<file path="src/rtl/bfa_pkg.sv">
// ----------------------------------------------------------------------------
// bfa_pkg
// Shared constants, codes and the result beat type of the best-fit allocator.
// ----------------------------------------------------------------------------
package bfa_pkg;

	localparam int NUM_BLOCKS = 32;
	localparam int NUM_PROCS  = 16;
	localparam int AMT_W      = 16;

	localparam int BLK_AW = $clog2(NUM_BLOCKS);
	localparam int PID_W  = $clog2(NUM_PROCS);
	localparam int WORK_W = AMT_W + $clog2(NUM_BLOCKS + NUM_PROCS);

	localparam int CMD_W    = 2;
	localparam int IDX_W    = 5;
	localparam int STAT_W   = 3;
	localparam int SEQ_W    = 4;
	localparam int PCNT_W   = 5;
	localparam int BCNT_W   = 6;
	localparam int CFG_AW   = 1;
	localparam int CFG_DW   = 6;

	localparam logic [CMD_W-1:0] CMD_LOAD_BLOCK = 2'd0;
	localparam logic [CMD_W-1:0] CMD_LOAD_NEED  = 2'd1;
	localparam logic [CMD_W-1:0] CMD_REQUEST    = 2'd2;

	localparam logic [STAT_W-1:0] ST_GRANTED  = 3'd0;
	localparam logic [STAT_W-1:0] ST_EXCEEDS  = 3'd1;
	localparam logic [STAT_W-1:0] ST_NO_FIT   = 3'd2;
	localparam logic [STAT_W-1:0] ST_UNSAFE   = 3'd3;
	localparam logic [STAT_W-1:0] ST_LOADED   = 3'd4;
	localparam logic [STAT_W-1:0] ST_BAD_IDX  = 3'd5;

	localparam logic [CFG_AW-1:0] REG_PROC_COUNT  = 1'd0;
	localparam logic [CFG_AW-1:0] REG_BLOCK_COUNT = 1'd1;

	typedef struct packed {
		logic [STAT_W-1:0] status;
		logic [SEQ_W-1:0]  seq_pid;
		logic [AMT_W-1:0]  block_left;
		logic              last;
	} rsp_beat_t;

endpackage

</file>
<file path="src/rtl/bfa_req_if.sv">
// ----------------------------------------------------------------------------
// bfa_req_if
// Input item channel: command, index and amount with valid/ready.
// ----------------------------------------------------------------------------
interface bfa_req_if;
	logic                        valid;
	logic                        ready;
	logic [bfa_pkg::CMD_W-1:0]   cmd;
	logic [bfa_pkg::IDX_W-1:0]   index;
	logic [bfa_pkg::AMT_W-1:0]   amount;

	modport source (output valid, cmd, index, amount, input ready);
	modport sink   (input valid, cmd, index, amount, output ready);
endinterface

</file>
<file path="src/rtl/bfa_rsp_if.sv">
// ----------------------------------------------------------------------------
// bfa_rsp_if
// Result channel: status, safe sequence entry, block remainder, last flag.
// ----------------------------------------------------------------------------
interface bfa_rsp_if;
	logic                         valid;
	logic                         ready;
	logic [bfa_pkg::STAT_W-1:0]   status;
	logic [bfa_pkg::SEQ_W-1:0]    seq_pid;
	logic [bfa_pkg::AMT_W-1:0]    block_left;
	logic                         last;

	modport source (output valid, status, seq_pid, block_left, last, input ready);
	modport sink   (input valid, status, seq_pid, block_left, last, output ready);
endinterface

</file>
<file path="src/rtl/bfa_cfg_if.sv">
// ----------------------------------------------------------------------------
// bfa_cfg_if
// Register write channel: register index and write data with valid/ready.
// ----------------------------------------------------------------------------
interface bfa_cfg_if;
	logic                         valid;
	logic                         ready;
	logic [bfa_pkg::CFG_AW-1:0]   index;
	logic [bfa_pkg::CFG_DW-1:0]   data;

	modport source (output valid, index, data, input ready);
	modport sink   (input valid, index, data, output ready);
endinterface

</file>
<file path="src/rtl/best_fit_alloc_with_safety_check_unit.sv">
// ----------------------------------------------------------------------------
// best_fit_alloc_with_safety_check_unit
// Best-fit block allocator guarded by a single-resource banker's check.
// Flow: a load or bad-index item goes from decode straight to its result beat;
// a request refused on need goes through the need check first. A request that
// passes bubble-sorts the blocks in block RAM, scans them for the best fit, runs
// banker's safety passes over the processes (up to np passes), then emits np
// result beats. One item at a time.
// Reset clears control and allocations and sets counts (16 processes, 32 blocks).
// ----------------------------------------------------------------------------
module best_fit_alloc_with_safety_check_unit (
	input  logic       clk,
	input  logic       arst_n,
	bfa_cfg_if.sink    cfg,
	bfa_req_if.sink    req,
	bfa_rsp_if.source  rsp
);

	localparam int PCW = bfa_pkg::PCNT_W;
	localparam int BCW = bfa_pkg::BCNT_W;

	// configuration registers, clamped copies feed the sequencer
	logic [PCW-1:0] proc_count_q;
	logic [BCW-1:0] block_count_q;
	logic [PCW-1:0] np;
	logic [BCW-1:0] nb;

	assign cfg.ready = 1'b1;

	always_ff @(posedge clk or negedge arst_n) begin
		if (!arst_n) begin
			proc_count_q  <= PCW'(bfa_pkg::NUM_PROCS);
			block_count_q <= BCW'(bfa_pkg::NUM_BLOCKS);
		end else if (cfg.valid) begin
			case (cfg.index)
				bfa_pkg::REG_PROC_COUNT:  proc_count_q  <= cfg.data[PCW-1:0];
				bfa_pkg::REG_BLOCK_COUNT: block_count_q <= cfg.data[BCW-1:0];
				default: ;
			endcase
		end
	end

	always_comb begin
		np = proc_count_q;
		if (proc_count_q == '0) np = PCW'(1);
		else if (proc_count_q > PCW'(bfa_pkg::NUM_PROCS)) np = PCW'(bfa_pkg::NUM_PROCS);
		nb = block_count_q;
		if (block_count_q == '0) nb = BCW'(1);
		else if (block_count_q > BCW'(bfa_pkg::NUM_BLOCKS)) nb = BCW'(bfa_pkg::NUM_BLOCKS);
	end

	// output register: holds one beat, refilled as it drains
	logic               out_v_q;
	bfa_pkg::rsp_beat_t out_q;
	bfa_pkg::rsp_beat_t beat;
	logic               push, slot_free;

	assign slot_free = !out_v_q || rsp.ready;

	bfa_ctrl u_ctrl (
		.clk(clk), .arst_n(arst_n), .np(np), .nb(nb),
		.req_valid(req.valid), .req_ready(req.ready),
		.req_cmd(req.cmd), .req_index(req.index), .req_amount(req.amount),
		.slot_free(slot_free), .push(push), .beat(beat)
	);

	always_ff @(posedge clk or negedge arst_n) begin
		if (!arst_n) begin
			out_v_q <= 1'b0;
		end else if (slot_free) begin
			out_v_q <= push;
		end
	end

	always_ff @(posedge clk) begin
		if (push) out_q <= beat;
	end

	assign rsp.valid      = out_v_q;
	assign rsp.status     = out_q.status;
	assign rsp.seq_pid    = out_q.seq_pid;
	assign rsp.block_left = out_q.block_left;
	assign rsp.last       = out_q.last;

	// one item in flight: no new input accepted right after one
	a_one_item: assert property (@(posedge clk) disable iff (!arst_n)
		req.valid && req.ready |=> !req.ready)
		else $error("input accepted while an item is in flight");

	// refusals and loads are single-beat items with empty payload
	a_single: assert property (@(posedge clk) disable iff (!arst_n)
		rsp.valid && rsp.status != bfa_pkg::ST_GRANTED |->
		rsp.last && rsp.seq_pid == '0 && rsp.block_left == '0)
		else $error("non-grant beat is not a lone empty beat");

	// no result beat is produced while an input is being accepted
	a_no_overlap: assert property (@(posedge clk) disable iff (!arst_n)
		push |-> !req.ready)
		else $error("result pushed while idle");

endmodule

</file>
<file path="src/rtl/bfa_ram.sv">
// ----------------------------------------------------------------------------
// bfa_ram
// Generic single-write, single-read RAM with registered read data.
// ----------------------------------------------------------------------------
module bfa_ram #(
	parameter int W = 16,
	parameter int D = 32
) (
	input  logic                 clk,
	input  logic                 we,
	input  logic [$clog2(D)-1:0] waddr,
	input  logic [W-1:0]         wdata,
	input  logic [$clog2(D)-1:0] raddr,
	output logic [W-1:0]         rdata
);

	logic [W-1:0] mem [D];

	always_ff @(posedge clk) begin
		if (we) begin
			mem[waddr] <= wdata;
		end
		rdata <= mem[raddr];
	end

endmodule

</file>
<file path="src/rtl/bfa_ctrl.sv">
// ----------------------------------------------------------------------------
// bfa_ctrl
// Sequencer: loads, need check, in-memory bubble sort, best-fit scan,
// banker's safety passes, rollback and result emission.
// ----------------------------------------------------------------------------
module bfa_ctrl (
	input  logic                          clk,
	input  logic                          arst_n,
	input  logic [bfa_pkg::PCNT_W-1:0]    np,
	input  logic [bfa_pkg::BCNT_W-1:0]    nb,
	input  logic                          req_valid,
	output logic                          req_ready,
	input  logic [bfa_pkg::CMD_W-1:0]     req_cmd,
	input  logic [bfa_pkg::IDX_W-1:0]     req_index,
	input  logic [bfa_pkg::AMT_W-1:0]     req_amount,
	input  logic                          slot_free,
	output logic                          push,
	output bfa_pkg::rsp_beat_t            beat
);

	localparam int AW  = bfa_pkg::AMT_W;
	localparam int BAW = bfa_pkg::BLK_AW;
	localparam int PW  = bfa_pkg::PID_W;
	localparam int WW  = bfa_pkg::WORK_W;
	localparam int CW  = bfa_pkg::PCNT_W;

	localparam logic [bfa_pkg::BCNT_W-1:0] BCNT1 = 1;

	localparam logic [3:0] S_IDLE       = 4'd0;
	localparam logic [3:0] S_DEC        = 4'd1;
	localparam logic [3:0] S_CHK        = 4'd2;
	localparam logic [3:0] S_SORT_FIRST = 4'd3;
	localparam logic [3:0] S_SORT_RUN   = 4'd4;
	localparam logic [3:0] S_SORT_TAIL  = 4'd5;
	localparam logic [3:0] S_SCAN       = 4'd6;
	localparam logic [3:0] S_APPLY      = 4'd7;
	localparam logic [3:0] S_SAFE_LD    = 4'd8;
	localparam logic [3:0] S_SAFE_RUN   = 4'd9;
	localparam logic [3:0] S_ROLLBACK   = 4'd10;
	localparam logic [3:0] S_EMIT       = 4'd11;
	localparam logic [3:0] S_RESP       = 4'd12;

	logic [3:0] state_q;

	logic [bfa_pkg::CMD_W-1:0]  cmd_q;
	logic [bfa_pkg::IDX_W-1:0]  idx_q;
	logic [AW-1:0]              amt_q;
	logic [bfa_pkg::STAT_W-1:0] stat_q;

	logic [AW-1:0]  max_q, alloc_q, cur_q, pickval_q, left_q;
	logic [BAW-1:0] j_q, end_q, pick_q;
	logic [WW-1:0]  sum_q, work_q;
	logic           found_q;
	logic [PW-1:0]  p_q, paddr_s1;
	logic [CW-1:0]  cnt_q;
	logic [bfa_pkg::NUM_PROCS-1:0] done_q, alloc_v_q;
	logic [PW-1:0]  seq_q [bfa_pkg::NUM_PROCS];
	logic [PW-1:0]  k_q;

	// memory ports
	logic           blk_we;
	logic [BAW-1:0] blk_waddr, blk_raddr;
	logic [AW-1:0]  blk_wdata, blk_rdata;
	logic           prc_we;
	logic [PW-1:0]  prc_waddr, prc_raddr;
	logic [2*AW-1:0] prc_wdata, prc_rdata;

	bfa_ram #(.W(AW), .D(bfa_pkg::NUM_BLOCKS)) u_blk_ram (
		.clk(clk), .we(blk_we), .waddr(blk_waddr), .wdata(blk_wdata),
		.raddr(blk_raddr), .rdata(blk_rdata)
	);

	bfa_ram #(.W(2*AW), .D(bfa_pkg::NUM_PROCS)) u_prc_ram (
		.clk(clk), .we(prc_we), .waddr(prc_waddr), .wdata(prc_wdata),
		.raddr(prc_raddr), .rdata(prc_rdata)
	);

	// decoded read data
	logic [AW-1:0] r_max, r_alloc, r_need, rem, sort_lo, sort_hi;
	logic          fit, take, pass_end, idx_blk_bad, idx_prc_bad;
	logic [CW-1:0] cnt_n;
	logic          found_scan_n, found_safe_n;
	logic [PW-1:0] pid;

	always_comb begin
		pid         = idx_q[PW-1:0];
		idx_blk_bad = {1'b0, idx_q} >= nb;
		idx_prc_bad = idx_q >= np;
		r_max       = prc_rdata[2*AW-1:AW];
		r_alloc     = alloc_v_q[paddr_s1] ? prc_rdata[AW-1:0] : '0;
		r_need      = (r_max >= r_alloc) ? r_max - r_alloc : '0;
		rem         = r_need;
		sort_lo     = (cur_q > blk_rdata) ? blk_rdata : cur_q;
		sort_hi     = (cur_q > blk_rdata) ? cur_q : blk_rdata;
		fit         = !found_q && (blk_rdata >= amt_q);
		found_scan_n = found_q | fit;
		take        = !done_q[p_q] && (work_q >= WW'(r_need));
		cnt_n       = cnt_q + CW'(take);
		found_safe_n = found_q | take;
		pass_end    = {1'b0, p_q} == (np - CW'(1));
	end

	// memory control
	always_comb begin
		blk_we    = 1'b0;
		blk_waddr = '0;
		blk_wdata = '0;
		blk_raddr = '0;
		prc_we    = 1'b0;
		prc_waddr = pid;
		prc_wdata = '0;
		prc_raddr = pid;
		case (state_q)
			S_DEC: begin
				if (cmd_q == bfa_pkg::CMD_LOAD_BLOCK && !idx_blk_bad) begin
					blk_we    = 1'b1;
					blk_waddr = idx_q[BAW-1:0];
					blk_wdata = amt_q;
				end
				if (cmd_q == bfa_pkg::CMD_LOAD_NEED && !idx_prc_bad) begin
					prc_we    = 1'b1;
					prc_wdata = {amt_q, {AW{1'b0}}};
				end
			end
			S_SORT_FIRST: blk_raddr = BAW'(1);
			S_SORT_RUN: begin
				blk_we    = 1'b1;
				blk_waddr = j_q - BAW'(1);
				blk_wdata = sort_lo;
				blk_raddr = j_q + BAW'(1);
			end
			S_SORT_TAIL: begin
				blk_we    = 1'b1;
				blk_waddr = end_q;
				blk_wdata = cur_q;
			end
			S_SCAN: blk_raddr = j_q + BAW'(1);
			S_APPLY: begin
				blk_we    = 1'b1;
				blk_waddr = pick_q;
				blk_wdata = pickval_q - amt_q;
				prc_we    = 1'b1;
				prc_wdata = {max_q, alloc_q + amt_q};
			end
			S_SAFE_LD: prc_raddr = '0;
			S_SAFE_RUN: prc_raddr = pass_end ? '0 : p_q + PW'(1);
			S_ROLLBACK: begin
				blk_we    = 1'b1;
				blk_waddr = pick_q;
				blk_wdata = pickval_q;
				prc_we    = 1'b1;
				prc_wdata = {max_q, alloc_q};
			end
			default: ;
		endcase
	end

	// result beats
	always_comb begin
		push            = 1'b0;
		beat.status     = stat_q;
		beat.seq_pid    = '0;
		beat.block_left = '0;
		beat.last       = 1'b1;
		if (state_q == S_RESP) begin
			push = slot_free;
		end else if (state_q == S_EMIT) begin
			push            = slot_free;
			beat.status     = bfa_pkg::ST_GRANTED;
			beat.seq_pid    = bfa_pkg::SEQ_W'(seq_q[k_q]);
			beat.block_left = left_q;
			beat.last       = {1'b0, k_q} == (np - CW'(1));
		end
	end

	assign req_ready = (state_q == S_IDLE);

	always_ff @(posedge clk) begin
		paddr_s1 <= prc_raddr;
	end

	always_ff @(posedge clk or negedge arst_n) begin
		if (!arst_n) begin
			state_q   <= S_IDLE;
			alloc_v_q <= '0;
			done_q    <= '0;
			found_q   <= 1'b0;
			cnt_q     <= '0;
			k_q       <= '0;
		end else begin
			if (prc_we) begin
				alloc_v_q[prc_waddr] <= 1'b1;
			end
			case (state_q)
				S_IDLE: begin
					if (req_valid) begin
						cmd_q   <= req_cmd;
						idx_q   <= req_index;
						amt_q   <= req_amount;
						state_q <= S_DEC;
					end
				end
				S_DEC: begin
					case (cmd_q)
						bfa_pkg::CMD_LOAD_BLOCK: begin
							state_q <= S_RESP;
							stat_q  <= idx_blk_bad ? bfa_pkg::ST_BAD_IDX
							                       : bfa_pkg::ST_LOADED;
						end
						bfa_pkg::CMD_LOAD_NEED: begin
							state_q <= S_RESP;
							stat_q  <= idx_prc_bad ? bfa_pkg::ST_BAD_IDX
							                       : bfa_pkg::ST_LOADED;
						end
						bfa_pkg::CMD_REQUEST: begin
							if (idx_prc_bad) begin
								stat_q  <= bfa_pkg::ST_BAD_IDX;
								state_q <= S_RESP;
							end else begin
								state_q <= S_CHK;
							end
						end
						default: begin
							stat_q  <= bfa_pkg::ST_BAD_IDX;
							state_q <= S_RESP;
						end
					endcase
				end
				S_CHK: begin
					max_q   <= r_max;
					alloc_q <= r_alloc;
					j_q     <= '0;
					sum_q   <= '0;
					found_q <= 1'b0;
					end_q   <= BAW'(nb - BCNT1);
					if (amt_q > rem) begin
						stat_q  <= bfa_pkg::ST_EXCEEDS;
						state_q <= S_RESP;
					end else if (nb == BCNT1) begin
						state_q <= S_SCAN;
					end else begin
						state_q <= S_SORT_FIRST;
					end
				end
				S_SORT_FIRST: begin
					cur_q   <= blk_rdata;
					j_q     <= BAW'(1);
					state_q <= S_SORT_RUN;
				end
				S_SORT_RUN: begin
					cur_q <= sort_hi;
					if (j_q == end_q) begin
						state_q <= S_SORT_TAIL;
					end else begin
						j_q <= j_q + BAW'(1);
					end
				end
				S_SORT_TAIL: begin
					j_q <= '0;
					if (end_q == BAW'(1)) begin
						state_q <= S_SCAN;
					end else begin
						end_q   <= end_q - BAW'(1);
						state_q <= S_SORT_FIRST;
					end
				end
				S_SCAN: begin
					sum_q   <= sum_q + WW'(blk_rdata);
					found_q <= found_scan_n;
					if (fit) begin
						pick_q    <= j_q;
						pickval_q <= blk_rdata;
					end
					j_q <= j_q + BAW'(1);
					if ({1'b0, j_q} == nb - BCNT1) begin
						if (found_scan_n) begin
							state_q <= S_APPLY;
						end else begin
							stat_q  <= bfa_pkg::ST_NO_FIT;
							state_q <= S_RESP;
						end
					end
				end
				S_APPLY: begin
					work_q  <= sum_q - WW'(amt_q);
					done_q  <= '0;
					cnt_q   <= '0;
					found_q <= 1'b0;
					left_q  <= pickval_q - amt_q;
					state_q <= S_SAFE_LD;
				end
				S_SAFE_LD: begin
					p_q     <= '0;
					state_q <= S_SAFE_RUN;
				end
				S_SAFE_RUN: begin
					if (take) begin
						work_q           <= work_q + WW'(r_alloc);
						done_q[p_q]      <= 1'b1;
						seq_q[cnt_q[PW-1:0]] <= p_q;
					end
					cnt_q <= cnt_n;
					if (pass_end) begin
						p_q     <= '0;
						found_q <= 1'b0;
						if (cnt_n == np) begin
							k_q     <= '0;
							state_q <= S_EMIT;
						end else if (!found_safe_n) begin
							state_q <= S_ROLLBACK;
						end
					end else begin
						p_q     <= p_q + PW'(1);
						found_q <= found_safe_n;
					end
				end
				S_ROLLBACK: begin
					stat_q  <= bfa_pkg::ST_UNSAFE;
					state_q <= S_RESP;
				end
				S_EMIT: begin
					if (slot_free) begin
						k_q <= k_q + PW'(1);
						if (beat.last) state_q <= S_IDLE;
					end
				end
				S_RESP: begin
					if (slot_free) state_q <= S_IDLE;
				end
				default: state_q <= S_IDLE;
			endcase
		end
	end

endmodule
</file>
<file path="src/flat_wrapper.sv">
// flat-port wrapper written by rule: the top's interface ports become plain ports
module best_fit_alloc_with_safety_check_unit_flat 
  (clk, arst_n, cfg_valid, cfg_index, cfg_data, cfg_ready, req_valid, req_cmd, req_index, req_amount, req_ready, rsp_valid, rsp_status, rsp_seq_pid, rsp_block_left, rsp_last, rsp_ready);
  bfa_cfg_if cfg_i ();
  bfa_req_if req_i ();
  bfa_rsp_if rsp_i ();
  input  logic clk;
  input  logic arst_n;
  input wire logic [$bits(cfg_i.valid)-1:0] cfg_valid;
  input wire logic [$bits(cfg_i.index)-1:0] cfg_index;
  input wire logic [$bits(cfg_i.data)-1:0] cfg_data;
  output wire logic [$bits(cfg_i.ready)-1:0] cfg_ready;
  input wire logic [$bits(req_i.valid)-1:0] req_valid;
  input wire logic [$bits(req_i.cmd)-1:0] req_cmd;
  input wire logic [$bits(req_i.index)-1:0] req_index;
  input wire logic [$bits(req_i.amount)-1:0] req_amount;
  output wire logic [$bits(req_i.ready)-1:0] req_ready;
  output wire logic [$bits(rsp_i.valid)-1:0] rsp_valid;
  output wire logic [$bits(rsp_i.status)-1:0] rsp_status;
  output wire logic [$bits(rsp_i.seq_pid)-1:0] rsp_seq_pid;
  output wire logic [$bits(rsp_i.block_left)-1:0] rsp_block_left;
  output wire logic [$bits(rsp_i.last)-1:0] rsp_last;
  input wire logic [$bits(rsp_i.ready)-1:0] rsp_ready;
  assign cfg_i.valid = cfg_valid;
  assign cfg_i.index = cfg_index;
  assign cfg_i.data = cfg_data;
  assign cfg_ready = cfg_i.ready;
  assign req_i.valid = req_valid;
  assign req_i.cmd = req_cmd;
  assign req_i.index = req_index;
  assign req_i.amount = req_amount;
  assign req_ready = req_i.ready;
  assign rsp_valid = rsp_i.valid;
  assign rsp_status = rsp_i.status;
  assign rsp_seq_pid = rsp_i.seq_pid;
  assign rsp_block_left = rsp_i.block_left;
  assign rsp_last = rsp_i.last;
  assign rsp_i.ready = rsp_ready;
  best_fit_alloc_with_safety_check_unit u_core (.clk(clk), .arst_n(arst_n), .cfg(cfg_i), .req(req_i), .rsp(rsp_i));
endmodule
</file>
<file path="config.mk">
export PLATFORM = sky130hd
export DESIGN_NAME = best_fit_alloc_with_safety_check_unit_flat
export DESIGN_NICKNAME = d
export VERILOG_FILES = /design/src/rtl/bfa_pkg.sv /design/src/rtl/bfa_req_if.sv /design/src/rtl/bfa_rsp_if.sv /design/src/rtl/bfa_cfg_if.sv /design/src/rtl/best_fit_alloc_with_safety_check_unit.sv /design/src/rtl/bfa_ram.sv /design/src/rtl/bfa_ctrl.sv /design/src/flat_wrapper.sv
export SDC_FILE = /design/constraint.sdc
export NUM_CORES = 2
export LEC_CHECK = 0
export ABC_AREA = 1
export BUFFER_PORTS_ARGS = -buffer_cell sky130_fd_sc_hd__buf_2
export CAP_MARGIN = 20
export CORE_MARGIN = 2
export CORE_UTILIZATION = 33
export CTS_BUF_LIST = sky130_fd_sc_hd__clkbuf_16
export DETAILED_ROUTE_END_ITERATION = 12
export GPL_ROUTABILITY_DRIVEN = 0
export PLACE_DENSITY_LB_ADDON = 0.15
export SLEW_MARGIN = 20
export SYNTH_ARGS = -nofsm -noshare
export SYNTH_HDL_FRONTEND = slang
export SYNTH_HIERARCHICAL = 1
export SYNTH_SLANG_ARGS = --single-unit
export TNS_END_PERCENT = 10
</file>
<file path="constraint.sdc">
create_clock -name clk -period 6.4 [get_ports clk]
set_input_delay 1.28 -clock clk [delete_from_list [all_inputs] [get_ports clk]]
set_output_delay 1.28 -clock clk [all_outputs]
set_load 0.05 [all_outputs]
</file>
# After elaboration in Yosys (flattened, before gate mapping)
# Memory sizes are Yosys's and may differ from the RTL's. A register that Yosys moved wholly into a read port is not among the register bits.
# Cells that the tools add are included.
# W data, S select, Z words.
dict set report classes {
  addsub 14
  order_cmp 14
  n_eq_ne 37
  n_mux 82
  bitwise_logic 6
  n_reduce_logical 48
}
# cell n
set ops {}
lappend ops {{$mux W16} 6}
lappend ops {{$pmux W32 S3} 1}
lappend ops {{$pmux W22 S2} 2}
lappend ops {{$pmux W16 S5} 1}
lappend ops {{$mux W4} 17}
lappend ops {{$pmux W16 S2} 2}
lappend ops {{$pmux W4 S13} 1}
lappend ops {{$mux W24} 2}
lappend ops {{$add A22 B16 Y22} 2}
lappend ops {{$pmux W5 S4} 2}
lappend ops {{$ge A16 B16 Y1} 2}
lappend ops {{$gt A16 B16 Y1} 2}
lappend ops {{$mux W32} 1}
lappend ops {{$or A16 B16 Y16} 2}
lappend ops {{$sub A16 B16 Y16} 2}
lappend ops {{$pmux W5 S2} 3}
lappend ops {{$ne A2 B2 Y1 const B} 13}
lappend ops {{$mux W5} 5}
lappend ops {{$pmux W4 S2} 3}
lappend ops {{$ge A22 B16 Y1} 1}
lappend ops {{$mux W22} 1}
lappend ops {{$sub A22 B16 Y22} 1}
lappend ops {{$eq A4 B4 Y1 const B} 5}
lappend ops {{$mux W1} 18}
lappend ops {{other kinds (51)} 106}
dict set report totals {
  regBits 255
  ram_bits 1088
  in_bits 35
  out_inout_bits 27
  elab_cells 233
  mem_count 3
}
# name words width read_ports rd_ports_with_merged_regs wr line_no
set mem_list {}
lappend mem_list {u_core.u_ctrl.u_blk_ram.mem 32 16 1 1 1 bfa_ram.sv:17} ;# logic [W-1:0] mem [D];
lappend mem_list {u_core.u_ctrl.u_prc_ram.mem 16 32 1 1 1 bfa_ram.sv:17}
lappend mem_list {u_core.u_ctrl.seq_q 16 4 1 0 1 bfa_ctrl.sv:57} ;# logic [PW-1:0] seq_q [bfa_pkg::NUM_PROCS];

# Logic depth before layout (Yosys ltp)
dict set report logic_depth {
  depth_word 12
  mapped_depth 43
  depth_no_buf 42
}

# Cells and area by module
# The synthesis kept the hierarchy.
# mod instances cells_each area_per_inst_um2 seq_area_each_um2
set modules_own_cells {}
lappend modules_own_cells {{bfa_ram (u_core.u_ctrl.u_prc_ram)} 1 2120 22730.6 16015.4}
lappend modules_own_cells {{bfa_ram (u_core.u_ctrl.u_blk_ram)} 1 1794 21301.7 15695.1}
lappend modules_own_cells {bfa_ctrl 1 2574 20377.0 8227.9}
lappend modules_own_cells {best_fit_alloc_with_safety_check_unit 1 98 1323.8 1023.5}

# Least setup slack after synthesis
# No wires, ideal clock.
dict set report synth_timing {
  path_kind {register to register}
  from {register u_core.u_ctrl.paddr_s1[0]}
  to {register u_core.u_ctrl.work_q[0] (enable)}
  setup_time_ps 401
  arrival_ps 5050
  slack_ps 950
  stages_incl_launch_ff 29
  path_cell_list {dfxtp_1 buf_2 o21ai_0 nand2_1 o221ai_1 nand2_1 buf_2 nand2_1 inv_1 fa_1 inv_1 nand2_1 nand2_1 a21oi_1 o21ai_0 nand2_1 nand3_1 buf_4 nand3_1 ha_1 nand2_1 nor2_1 nand3_1 or2_0 nand4_1 nand2_2 nor2_4 nor2_1 nor2_1}
}
dict set report synth_via {
  elab_chain_len 9
  elab_cells_between_ends 10
  classes_between {add/sub (1); order compare (2); eq/ne (1); mux (4); reduce/logical (2)}
}
# element line_no
set synth_rtl {}
lappend synth_rtl {{start: declaration} bfa_ctrl.sv:54} ;# logic [PW-1:0] p_q, paddr_s1;
lappend synth_rtl {{start signal: assignment} bfa_ctrl.sv:179} ;# paddr_s1 <= prc_raddr;
lappend synth_rtl {{$bmux W1 S4 (*)} bfa_ctrl.sv:90} ;# r_alloc = alloc_v_q[paddr_s1] ? prc_rdata[AW-1:0] : '0;
lappend synth_rtl {{$mux W1 (implied by the code) (*)} bfa_ctrl.sv:90}
lappend synth_rtl {{$mux W16 (*)} bfa_ctrl.sv:90}
lappend synth_rtl {{named net u_core.u_ctrl.r_alloc[1]} bfa_ctrl.sv:79} ;# logic [AW-1:0] r_max, r_alloc, r_need, rem, sort_lo, sort_hi;
lappend synth_rtl {{$sub A16 B16 Y16 / $ge A16 B16 Y1 (equally long branches)} bfa_ctrl.sv:91} ;# r_need = (r_max >= r_alloc) ? r_max - r_alloc : '0;
lappend synth_rtl {{$mux W16 (*)} bfa_ctrl.sv:91}
lappend synth_rtl {{$ge A22 B16 Y1 (*)} bfa_ctrl.sv:97} ;# take = !done_q[p_q] && (work_q >= WW'(r_need));
lappend synth_rtl {{$logic_and A1 B1 Y1 (*)} bfa_ctrl.sv:97}
lappend synth_rtl {{$ne A2 B2 Y1 (no line) (*)} n/a}
lappend synth_rtl {{$reduce_and A3 Y1 (no line) (*)} n/a}
lappend synth_rtl {{end signal: assignment} bfa_ctrl.sv:285} ;# work_q <= sum_q - WW'(amt_q);
lappend synth_rtl {{end signal: assignment} bfa_ctrl.sv:298} ;# work_q <= work_q + WW'(r_alloc);
lappend synth_rtl {{end: declaration} bfa_ctrl.sv:52} ;# logic [WW-1:0] sum_q, work_q;
# Mark *: on every way through the listed nets, which the timed path passes. The rest lies on a longest branch. The select of a mux whose other input is x is not followed.
# A chain may end at the register's enable or synchronous reset.

# Final worst setup path
dict set report layout_timing {
  from {register u_core.u_ctrl.paddr_s1[0]}
  to {register u_core.u_ctrl.k_q[0]}
}
dict set report layout_via {
  elab_chain_len 11
  elab_cells_between_ends 12
  classes_between {add/sub (2); order compare (2); eq/ne (2); mux (4); reduce/logical (2)}
}
# element line_no
set layout_rtl {}
lappend layout_rtl {{$bmux W1 S4 (*)} bfa_ctrl.sv:90}
lappend layout_rtl {{$mux W1 (implied by the code) (*)} bfa_ctrl.sv:90}
lappend layout_rtl {{$mux W16 (*)} bfa_ctrl.sv:90}
lappend layout_rtl {{named net u_core.u_ctrl.r_alloc[0]} bfa_ctrl.sv:79}
lappend layout_rtl {{$sub A16 B16 Y16 / $ge A16 B16 Y1 (equally long branches)} bfa_ctrl.sv:91}
lappend layout_rtl {{$mux W16 (*)} bfa_ctrl.sv:91}
lappend layout_rtl {{$ge A22 B16 Y1 (*)} bfa_ctrl.sv:97}
lappend layout_rtl {{$logic_and A1 B1 Y1 (*)} bfa_ctrl.sv:97}
lappend layout_rtl {{$add A5 B1 Y5 (*)} bfa_ctrl.sv:98} ;# cnt_n = cnt_q + CW'(take);
lappend layout_rtl {{$eq A5 B5 Y1 (*)} bfa_ctrl.sv:306} ;# if (cnt_n == np) begin
lappend layout_rtl {{$ne A2 B2 Y1 (no line) (*)} n/a}
lappend layout_rtl {{$reduce_and A4 Y1 (no line) (*)} n/a}
lappend layout_rtl {{end signal: assignment} bfa_ctrl.sv:323} ;# k_q <= k_q + PW'(1);
lappend layout_rtl {{end: declaration} bfa_ctrl.sv:58} ;# logic [PW-1:0] k_q;
# Marks and branches as above.

==> impl_metrics.csv <==
group,metric,value,unit
final_layout,fillers,19460,
timing,setup_viol,0,
cts,clk_pin_slew,60,ps
synthesis,synth.area.top_cells,"edfxtp_1 59%, nand2_1 11%, nand3_1 7.4%, inv_1 4.2%, ha_1 3.5%",
cts,holdBufCountCts,0,
cts,cts_tree,"yes",
synthesis,syn-num-nets,6809,
setup_path,path_common_cell,"nand2_1",
setup_path,critical_path.max_fanout,16,
global_routing,antenna_found_initial,3,
setup_path,path_class,"reg2reg",
synthesis,ys_seq_area_share,62.32,%
cts,clk-insertion-delay-late,840,ps
flow_run,drv_cap,0,
synthesis,ys.flop_type,"edfxtp_1",
final_layout,multi_input_area,0.02053,mm²
final_layout,final_common_cell,"nand2_1",
power,p_int,19.14,mW
drt,wl_per_cell,21.56,µm
setup_path,cp_slowest_cell,"fa_1",
timing,final.min_clock_period,5853,ps
cts,htree_levels,4,
placed_design,portBuffers,60,
synthesis,synth_top_area_share,58.52,%
synthesis,synth-async-reset-ratio,4.170,%
cts,cts_made_buffers,163,
synthesis,syn_avg_cell_area,9.981,µm²
floorplanning,fp.dieH,450.3,µm
drt,ant_nets,0,
drt,num_vias,46400,
power,leakagePower,30.28,nW
final_layout,fin_nets,6925,
synthesis,synth_edf_count,1281,
power,p_sw_share,38.04,%
setup_path,crit_arrival,6610,ps
timing,tns,0,ps
cts,clock-root-buffer,"clkbuf_16",
global_routing,grt_max_degree,141,
floorplanning,io_pins,62,
setup_path,max_stage_delay,370,ps
final_layout,area_growth_syn_to_layout,13.23,%
power,clkPwrFrac,28.7,%
synthesis,syn_inst,6586,
timing,slew_viol_final,0,
cts,cts_sinks,1391,
global_routing,grt_overflow,0,
global_routing,track_usage,19.91,%
drt,drc,0,
floorplanning,dieArea,0.2028,mm²
timing,max_slew_margin,33.82,%
timing,finalHoldViolations,0,
timing,rsz0062_at_grt,"false",
synthesis,synth_area_leader_cell,"edfxtp_1",
setup_path,cp-end-kind,"flip-flop",
min_path,hp-class,"reg2reg",
power,seqPwrFrac,37.5,%
floorplanning,start_util,33.26,%
synthesis,synth-seq-cells,1391,
placed_design,dp_hpwl,126600,µm
floorplanning,die_w,450.3,µm
final_layout,post_route_cells_drive_above_1_share,7.938,%
drt,drt_pass1_iterations,5,
floorplanning,coreArea,0.1976,mm²
setup_path,required,7160,ps
global_routing,grt_pass1_wl,302800,µm
timing,tightest_slew,992.8,ps
cts,clockBufferDepth,3,
timing,max_freq,170.9,MHz
timing,finalCritPeriodShare,91.45,%
final_layout,regArea,0.04096,mm²
drt,drt_iter0_markers,3489,
power,finalPower,30.90,mW
status,status,"completed",
drt,routed_wl,204200,µm
drt,via_per_inst,4.900,
power,switching_power,11.76,mW
final_layout,mostFrequentLayoutCells,"1,999 x nand2_1, 1,281 x edfxtp_1, 976 x nand3_1",
global_routing,grt_pass1_vias,45220,
setup_path,worst_setup_path_start_kind,"flip-flop",
floorplanning,fp-row-count,163,
synthesis,synthDistinctLibCells,65,
synthesis,netlist_area,0.06573,mm²
timing,skew,37.66,ps
synthesis,yosys_warnings,6,
power,combPwrFrac,33.8,%
power,worst_ir_drop_vdd,0.0002399,V
power,power-per-cell-area,415.1,mW/mm²
## Yosys cell counts, drive strengths merged, types with 3 or more instances
| cell | instances |
|---|---|
| nor4 | 8 |
| o21bai | 15 |
| ha | 182 |
| fa | 6 |
| clkbuf | 55 |
| clkinv | 4 |
| nor3 | 31 |
| a22oi | 3 |
| dfrtp | 56 |
| a21boi | 8 |
| and2 | 4 |
| xor2 | 36 |
| o211ai | 10 |
| xnor2 | 13 |
| o221ai | 10 |
| nand3b | 8 |
| dfxtp | 52 |
| nand4 | 41 |
| buf | 210 |
| o21ai | 211 |
| nand3 | 978 |
| o22ai | 15 |
| a21o | 14 |
| nand2 | 2011 |
| o21a | 8 |
| or2 | 22 |
| nor2 | 300 |
| a31oi | 10 |
| inv | 748 |
| a22o | 3 |
| a21oi | 215 |
| edfxtp | 1281 |
## logic make-up (layout without fill, tap and decap cells)
| group | Yosys count | count (layout) | share of synthesized area (%) |
|---|---|---|---|
| multiplexers | 2 | 2 | 0.03046 |
| AND/OR/NAND/NOR | 3406 | 3406 | 21.90 |
| flip-flops | 1391 | 1391 | 62.32 |
| XOR/XNOR | 49 | 49 | 0.6529 |
| buffers and inverters | 1017 | 1259 | 6.917 |
| adder cells (fa/ha/maj) | 188 | 188 | 3.647 |
| AO/OA/AOI/OAI | 532 | 532 | 4.536 |
| other | 1 | 4 | 0.005705 |
## what timing repair did
item,in CTS,in global routing
setup endpoints to repair,0,85
setup buffers,0,3
resized for setup,0,8
## final timing paths
kind                       slack, ps                          to                               from  cells after the start
max                              550        u_core/u_ctrl/k_q[0]          u_core/u_ctrl/paddr_s1[0]                     41
min                              450     u_core/u_ctrl/max_q[14]  u_core/u_ctrl/u_prc_ram/rdata[30]                      0
max reg2reg                      550        u_core/u_ctrl/k_q[0]          u_core/u_ctrl/paddr_s1[0]                     41
min reg2reg                      450     u_core/u_ctrl/max_q[14]  u_core/u_ctrl/u_prc_ram/rdata[30]                      0
max in group asynchronous       5060  u_core/u_ctrl/alloc_v_q[1]                             arst_n                      2
min in group asynchronous        690        u_core/u_ctrl/k_q[3]                             arst_n                      2
## per-stage QoR
stage	worst slack [ps]	std cells	utilization [%]	instance area [µm²]	hold slack [ps]
CTS	147.0	9465	37.63	74370	448.5
global route	16.00	9469	37.66	74430	472.1
detailed placement	163.8	9174	35.07	69300	434.9
floorplan	949.6	6586	-	65730	408.2
global placement	201.2	9173	35.05	69270	417.0
finish	547.0	9471	37.66	74430	446.9
## critical path, delay by kind of cell (launching register included)
kind / cells / cell delay, ps
flip-flops: 1 / 330
adder cells (fa/ha/maj): 5 / 1390
AO/OA/AOI/OAI: 9 / 1330
AND/OR/NAND/NOR: 19 / 1720
buffers and inverters: 8 / 1030
## cell type report
class / count / area share, %
Sequential cell: 1391 / 55.03
Multi-Input combinational cell: 4178 / 27.58
Clock buffer: 165 / 5.547
Tap cell: 2640 / 4.438
Inverter: 752 / 3.819
Timing Repair Buffer: 216 / 2.305
Clock inverter: 126 / 1.264
Antenna cell: 3 / 0.01009
## flip-flops by register name, summed over array words and instances (netlist names), 6 cells and up
name / flops
u_core/u_ctrl/max_q: 16
u_core/u_ctrl/pickval_q: 16
u_core/u_ctrl/seq_q: 64
u_core/u_ctrl/u_blk_ram/mem: 512
u_core/block_count_q: 6
u_core/u_ctrl/sum_q: 22
u_core/u_ctrl/alloc_q: 16
u_core/u_ctrl/left_q: 16
u_core/u_ctrl/done_q: 16
u_core/u_ctrl/u_prc_ram/mem: 512
u_core/rsp.block_left: 16
u_core/u_ctrl/cur_q: 16
u_core/u_ctrl/amt_q: 16
u_core/u_ctrl/u_prc_ram/rdata: 32
u_core/u_ctrl/u_blk_ram/rdata: 16
u_core/u_ctrl/alloc_v_q: 16
u_core/u_ctrl/work_q: 22
## per-layer routing
metal	share of wire (%)	global-route usage, %	vias to the layer above
met5	0	0	-
met4	2.4	5.626	0
met3	4.2	2.306	256
met2	49	33.71	1044
met1	45	26.85	22670
li1	-	-	22440
## power groups by stage
stage | clock [mW] | combinational, mW | sequential (mW)
2_1_floorplan | 0 | 6.91 | 11.6
3_3_place_gp | 0 | 10.3 | 11.8
3_5_place_dp | 0 | 10.4 | 11.8
4_1_cts | 9.13 | 10.4 | 11.6
5_1_grt | 9.45 | 11.6 | 11.6
6_report | 8.87 | 10.4 | 11.6
(Power assumes the default switching activity.)
